<file path="config.mk">
export PLATFORM = sky130hd
export DESIGN_NAME = udup_feed
export DESIGN_NICKNAME = d
export VERILOG_FILES = /design/src/rtl/udup_pkg.sv /design/src/rtl/udup_feed.sv
export SDC_FILE = /design/constraint.sdc
export NUM_CORES = 1
export LEC_CHECK = 0
export ABC_AREA = 0
export CORE_AREA = 4 4 114 116
export CTS_CLUSTER_DIAMETER = 60
export CTS_CLUSTER_SIZE = 40
export DETAILED_ROUTE_END_ITERATION = 12
export DIE_AREA = 0 0 118 120
export DONT_BUFFER_PORTS = 1
export SLEW_MARGIN = 10
export SYNTH_ARGS = -nofsm -noshare
export SYNTH_HDL_FRONTEND = slang
export SYNTH_SLANG_ARGS = --single-unit
</file>
<file path="constraint.sdc">
create_clock -name clock -period 5.3 [get_ports clock]
set_input_delay 1.06 -clock clock [delete_from_list [all_inputs] [get_ports clock]]
set_output_delay 1.06 -clock clock [all_outputs]
set_load 0.01 [all_outputs]
</file>
<file path="src/rtl/udup_pkg.sv">
// ----------------------------------------------------------------------------
// udup_pkg
// Shared types and codes of the tile de-duplication block.
// ----------------------------------------------------------------------------
package udup_pkg;

   // control bits that travel with each pixel along the cell chain
   typedef struct packed {
      logic valid;
      logic cmp;
      logic last;
      logic found;
   } chain_ctl_type;

   typedef enum logic [1:0] {
      FEED_STREAM,
      FEED_PAD,
      FEED_WAIT
   } feed_state_type;

   // register index codes, taken from paddr[2]
   localparam logic [0:0] CSR_TILE_PIXELS = 1'b0;

   localparam logic [8:0] TILE_PIXELS_RESET = 9'd256;

endpackage

</file>
<file path="src/rtl/udup_feed.sv">
// ----------------------------------------------------------------------------
// udup_feed
// Head of the chain: counts pixel positions, pads short tiles with zero
// pixels and holds off new pixels until the tile result is captured.
// ----------------------------------------------------------------------------
module udup_feed #(
   parameter int MAX_TILE_PIXELS = 256,
   localparam int PW = (MAX_TILE_PIXELS > 1) ? $clog2(MAX_TILE_PIXELS) : 1,
   localparam int LW = $clog2(MAX_TILE_PIXELS + 1)
) (
   input  logic                    clock,
   input  logic                    reset,
   input  logic [8:0]              tile_pixels,
   input  logic                    req_valid,
   output logic                    req_stall,
   input  logic [31:0]             req_pixel_value,
   input  logic                    req_last_pixel,
   input  logic                    rsp_busy,
   input  logic                    done,
   output udup_pkg::chain_ctl_type tok_ctl,
   output logic [PW-1:0]           tok_pos,
   output logic [31:0]             tok_value,
   output logic [LW-1:0]           tok_len
);

   udup_pkg::feed_state_type state_ff, state_in;
   udup_pkg::chain_ctl_type  tok_ctl_ff, tok_ctl_in;
   logic [PW-1:0] tok_pos_ff, tok_pos_in;
   logic [31:0]   tok_value_ff, tok_value_in;
   logic [LW-1:0] tok_len_ff, tok_len_in;
   logic [LW-1:0] pos_ff, pos_in;
   logic [LW-1:0] pad_len_ff, pad_len_in;

   logic [31:0]   cfg32;
   logic [31:0]   len32;
   logic [LW-1:0] len;
   logic [LW:0]   pos_inc;
   logic          in_range;
   logic          short_tile;
   logic          pad_end;
   logic          accept;

   // tile length saturated to 1 .. MAX_TILE_PIXELS
   assign cfg32 = 32'(tile_pixels);
   assign len32 = (cfg32 == 32'd0) ? 32'd1 :
                  (cfg32 > MAX_TILE_PIXELS) ? 32'(MAX_TILE_PIXELS) : cfg32;
   assign len   = len32[LW-1:0];

   assign pos_inc    = {1'b0, pos_ff} + (LW+1)'(1);
   assign in_range   = pos_ff < len;
   assign short_tile = in_range && (pos_inc < {1'b0, len});
   assign pad_end    = pos_inc == {1'b0, pad_len_ff};

   assign req_stall = (state_ff != udup_pkg::FEED_STREAM) || (req_last_pixel && rsp_busy);
   assign accept    = req_valid && !req_stall;

   always_comb begin
      state_in = state_ff;
      unique case (state_ff)
         udup_pkg::FEED_STREAM: begin
            if (accept && req_last_pixel) begin
               state_in = short_tile ? udup_pkg::FEED_PAD : udup_pkg::FEED_WAIT;
            end
         end
         udup_pkg::FEED_PAD: begin
            if (pad_end) begin
               state_in = udup_pkg::FEED_WAIT;
            end
         end
         udup_pkg::FEED_WAIT: begin
            if (done) begin
               state_in = udup_pkg::FEED_STREAM;
            end
         end
         default: state_in = udup_pkg::FEED_STREAM;
      endcase
   end

   always_comb begin
      tok_ctl_in   = '0;
      tok_pos_in   = tok_pos_ff;
      tok_value_in = tok_value_ff;
      tok_len_in   = tok_len_ff;
      pos_in       = pos_ff;
      pad_len_in   = pad_len_ff;
      unique case (state_ff)
         udup_pkg::FEED_STREAM: begin
            if (accept) begin
               if (in_range || req_last_pixel) begin
                  tok_ctl_in.valid = 1'b1;
                  tok_ctl_in.cmp   = in_range;
                  tok_ctl_in.last  = req_last_pixel && !short_tile;
                  tok_pos_in       = pos_ff[PW-1:0];
                  tok_value_in     = req_pixel_value;
                  tok_len_in       = len;
               end
               if (in_range) begin
                  pos_in = pos_inc[LW-1:0];
               end
               if (req_last_pixel && short_tile) begin
                  pad_len_in = len;
               end
            end
         end
         udup_pkg::FEED_PAD: begin
            tok_ctl_in.valid = 1'b1;
            tok_ctl_in.cmp   = 1'b1;
            tok_ctl_in.last  = pad_end;
            tok_pos_in       = pos_ff[PW-1:0];
            tok_value_in     = 32'd0;
            tok_len_in       = pad_len_ff;
            pos_in           = pos_inc[LW-1:0];
         end
         udup_pkg::FEED_WAIT: begin
            if (done) begin
               pos_in = '0;
            end
         end
         default: begin
            pos_in = '0;
         end
      endcase
   end

   always_ff @(posedge clock) begin
      if (reset) begin
         state_ff   <= udup_pkg::FEED_STREAM;
         tok_ctl_ff <= '0;
         pos_ff     <= '0;
      end else begin
         state_ff   <= state_in;
         tok_ctl_ff <= tok_ctl_in;
         pos_ff     <= pos_in;
      end
   end

   always_ff @(posedge clock) begin
      tok_pos_ff   <= tok_pos_in;
      tok_value_ff <= tok_value_in;
      tok_len_ff   <= tok_len_in;
      pad_len_ff   <= pad_len_in;
   end

   assign tok_ctl   = tok_ctl_ff;
   assign tok_pos   = tok_pos_ff;
   assign tok_value = tok_value_ff;
   assign tok_len   = tok_len_ff;

endmodule

</file>
Yosys cells after proc, flatten, opt, wreduce, memory -nomap -nowiden
Cells that the tools add are included.

Word-level logic and storage cells: 64. Flip-flop bits (word level): 73. Input bits: 47.

Equality and inequality tests: 9. $lt $le $gt $ge: 3. Reductions and logical operators: 18. Add/sub/neg operators: 1. Multiplexer cells: 23.

Operator list (count): $mux 32 (2); $pmux 32 s2 (1); $mux 9 (7); $logic_not 32->1 (1); $pmux 9 s3 (1); $pmux 9 s2 (1); $mux 8 (2); $pmux 8 s2 (1); $ne 2x2->1 const B (6); $reduce_and 3->1 (4); $add 9x1->10 const B (1); $eq 10x9->1 (1); $lt 10x9->1 (1); $gt 9x9->1 const B (1); $lt 9x9->1 (1); $mux 2 (4); $logic_and 1x1->1 (6); $mux 3 (2); $pmux 2 s3 (1); $pmux 3 s2 (1); $reduce_bool 2->1 (2); $eq 2x1->1 const B (1); $eq 2x2->1 const B (1); $logic_not 1->1 (2); other kinds (2) (3).

Logic depth before layout (Yosys ltp)
Depth in word-level cells: 10. Depth in mapped cells: 13. Mapped depth without buffers: 12.

Least setup slack after synthesis
Ideal clock, no wire load.

Kind: input to register. From: input tile_pixels[8]. To: register tok_len_ff[0] (netlist: tok_len[0]), enable pin. Library setup time: 0.591 ns. Data arrival time: 3.244 ns. Slack: 1.465 ns. Path buffers: 0. Cell stages on the path: 9. Cell sequence: inv_2 > nand2_1 > ha_1 > o21a_1 > nor2_1 > a2111oi_4 > nor2_1 > o21ai_0 > nand2_1.

Longest elaborated chain between the ends: 7. Elaborated cells on any way between the ends: 8.

RTL lines: from (decl) (line udup_feed.sv:13) `input logic [8:0] tile_pixels,`; $gt 9x9->1 (line udup_feed.sv:46) `(cfg32 > MAX_TILE_PIXELS) ? 32'(MAX_TILE_PIXELS) : cfg32;`; $mux 9 (line udup_feed.sv:46); $mux 9 * (line udup_feed.sv:45) `assign len32 = (cfg32 == 32'd0) ? 32'd1 :`; $lt 9x9->1 * (line udup_feed.sv:50) `assign in_range = pos_ff < len;`; $logic_or 1x1->1 * (line udup_feed.sv:89) `if (in_range || req_last_pixel) begin`; $ne 2x2->1 (no line) *; $reduce_and 3->1 (no line) *; to (signal assigned) (line udup_feed.sv:140) `tok_len_ff <= tok_len_in;`; to (decl) (line udup_feed.sv:30) `logic [LW-1:0] tok_len_ff, tok_len_in;`.

Every way passes the cells marked *; elsewhere a longest branch is shown, timed or not. A chain may end at the register's enable or synchronous reset.

Worst setup path after layout
From: input tile_pixels[8]. To: register tok_pos_ff[6] (netlist: tok_pos[6]), enable pin.

Longest elaborated chain between the ends: 7. Elaborated cells on any way between the ends: 8.

RTL lines: $gt 9x9->1 (line udup_feed.sv:46); $mux 9 (line udup_feed.sv:46); $mux 9 * (line udup_feed.sv:45); $lt 9x9->1 * (line udup_feed.sv:50); $logic_or 1x1->1 * (line udup_feed.sv:89); $ne 2x2->1 (no line) *; $reduce_and 3->1 (no line) *; to (signal assigned) (line udup_feed.sv:138) `tok_pos_ff <= tok_pos_in;`; to (decl) (line udup_feed.sv:28) `logic [PW-1:0] tok_pos_ff, tok_pos_in;`.

Marked as above.

==> metrics <==
CTS Buf Count=9; number of synthesized flops with an enable pin=58; GP Congestion=about 0.88; power density over the cells=398 nW/um^2; Setup TNS Final=0 ns; clock sink total=72; top_reg_cell synth=edfxtp_1; synthesized area=3550 um^2; crit-path leading delay family=simple AND/OR/NAND/NOR gates; Yosys reg bits=72; setup violators final=0; Slew @ Worst Pin=about 0.84 ns; post-DP HPWL=approximately 6.2 mm; ranking of synthesized cells by area=edfxtp_1 (49%), dfxtp_1 (7.9%), and2_1 (6.2%), ha_1 (6.0%), nand2_1 (3.0%); drt total wl=about 8.3 mm; Final Slew Violations=0; final core occ=between 30% and 40%; Post-CTS Setup Repair Bufs=0; clock root buffer=clkbuf_16; Post-synth ARST share=0%; Filler Cell Count=1,178; WS Path Type=input pin to flop; syn nets=approximately 380; global-route wire length before repair=approximately 13 mm; Yosys top cell by area=edfxtp_1; Worst Path Arrival=about 3.5 ns; Synth warnings=0; crit-path max FO=25; Iter 0 DRT Violations=roughly 180; slew margin rel.=a little over two fifths; Syn Inst Count=approximately 310; Clock transition at path regs=roughly 0.06 ns; critical path's largest stage delay=roughly 0.42 ns; ordered list of cells on the worst path=inv_2 > nand2_1 > ha_1 > nand4_1 > a2111oi_4 > nor2_1 > o21ai_0 > nand2_2 > buf_4; Startpoint Class=input pin; Port Buffers=0; Die Width=about 120 um; Initial Util=29.8%; crit end category=flop; worst path bufs/invs=2; Total Routing Usage GR=a little under an eighth; Final Hold Vio Count=0; Ports=roughly 100; total core area=approximately 12,000 um^2; Worst EP required=~5.4 ns; DR vias=2,318; Clk Latency, worst-skew pair=0.33 ns; Max-cap violations=0; CTS H-Tree Depth=3; via/cell ratio=~5.0; final worst path period need=approximately 3.5 ns; DIE HEIGHT=between 100 and 150 um; worst hold-check path type=flop to flop; register area share after synthesis=between 50% and 60%; period utilization=between 60% and 70%; hold_buf cts=0; Mean Syn Cell Area=about 11 um^2; largest net degree at the start of global routing=36; Post-route DRC=0; DR WL/cell=around 18 um; initial antenna violation count=0; status=completed; Unique masters post-synth=between 50 and 60; drt first pass iters=4; vias in the first global route=about 2,400; skew final=about 0.0063 ns; post-synth top area share=49.1%; TritonCTS clock tree=yes; post-CTS resize count=0; die area=14,200 um^2; area grow syn2layout=12.3%; Post-layout nets=~370; Slowest cell on crit path=a2111oi_4; share of cells above drive strength 1=between 10% and 20%; antenna cells=0; Max Freq=approximately 290 MHz; # rows=40; RSZ-0062 raised after global routing=false; peak supply drop=0.000120 V; CTS max path bufs=2; Antenna Nets Post-Route=0; Pleak=between 1 and 1.5 nW; Remaining Overflow, GRT=0
state kept, by name, indices dropped and copies added, names as in the netlist:
| name | cells |
|---|---|
| pad_len_ff | 9 |
| tok_ctl | 3 |
| tok_value | 32 |
| tok_pos | 8 |
| tok_len | 9 |
| pos_ff | 9 |
| state_ff | 2 |
logic make-up after synthesis:
kind of cell / share of synthesized area (%)
flip-flops: 57.0
AND/OR/NAND/NOR: 17.9
adder cells (fa/ha/maj): 5.99
multiplexers: 0.882
buffers and inverters: 3.95
other: 0.106
AO/OA/AOI/OAI: 11.2
XOR/XNOR: 2.96
per-stage QoR:
step / cell area, um^2 / power [mW] / setup slack [ns] / hold slack [ns] / std cells
after global placement: 3690 / 1.03 / 1.54 / 0.560 / 446
final: 3990 / 1.59 / 1.82 / 0.568 / 462
after detailed placement: 3690 / 1.03 / 1.46 / 0.563 / 446
after CTS: 3990 / 1.61 / 1.80 / 0.569 / 462
after global routing: 3990 / 1.67 / 1.59 / 0.602 / 462
after floorplan: 3550 / 0.969 / 1.47 / 0.431 / 312
layout by cell type (no fill, tap or decap), drive strengths merged, types with 6 or more instances in the layout:
cell type	instances
a21oi	10
and2	35
clkbuf	10
dfxtp	14
edfxtp	58
ha	17
inv	19
nand2	28
nand3	7
nor2	17
nor3	6
o21ai	16
xnor2	6
xor2	6
final cells by class:
type	instances	area [um^2]	share of cell area (%)
clock buffer	10	250	6.28
clock inverter	6	42.5	1.07
inverter	19	71.3	1.79
multi-input combinational	205	1390	35.0
sequential	72	2020	50.7
tap	147	184	4.61
timing repair buffer	3	22.5	0.565
Yosys cell counts (5+ instances only):
master     n
inv_1     18
nor2b_1    5
and2_1    35
xnor2_1    6
nor2_1    16
dfxtp_1   14
xor2_1     6
o21ai_0   16
nand2_1   28
edfxtp_1  58
nand3_1    6
a21oi_1   10
ha_1      17
o32ai_1    5
clkbuf_1  10
nor3_1     6
final timing paths:
kind                  startpoint            end  slack [ns]  depth (start not counted)
setup / recovery  tile_pixels[8]     tok_pos[6]        1.82                          9
hold reg to reg      state_ff[0]     tok_ctl[1]        0.57                          2
hold / removal       state_ff[0]     tok_ctl[1]        0.57                          2
setup reg to reg       pos_ff[0]  pad_len_ff[1]        1.93                         10
tightest hold or removal path: stages (launching register included):
cell	delay (ns)
dfxtp_1	0.36
nand2_1	0.08
o32ai_1	0.07
power by group:
part / internal, mW / switching (mW) / total, mW
clock: 0.345 / 0.228 / 0.573
sequential: 0.730 / 0.0855 / 0.816
combinational: 0.0692 / 0.128 / 0.197
total: 1.14 / 0.442 / 1.59
per-layer routing:
layer	GRT usage [%]	up-vias	part of all wire [%]	wire length, um
met3	4.67	13	7.3	605
met1	13.8	1104	41	3410
li1	-	1118	-	-
met4	4.40	0	1.7	142
met5	0	-	0	0
met2	20.1	83	50	4090
No activity file was read; power rests on OpenSTA's default activity.
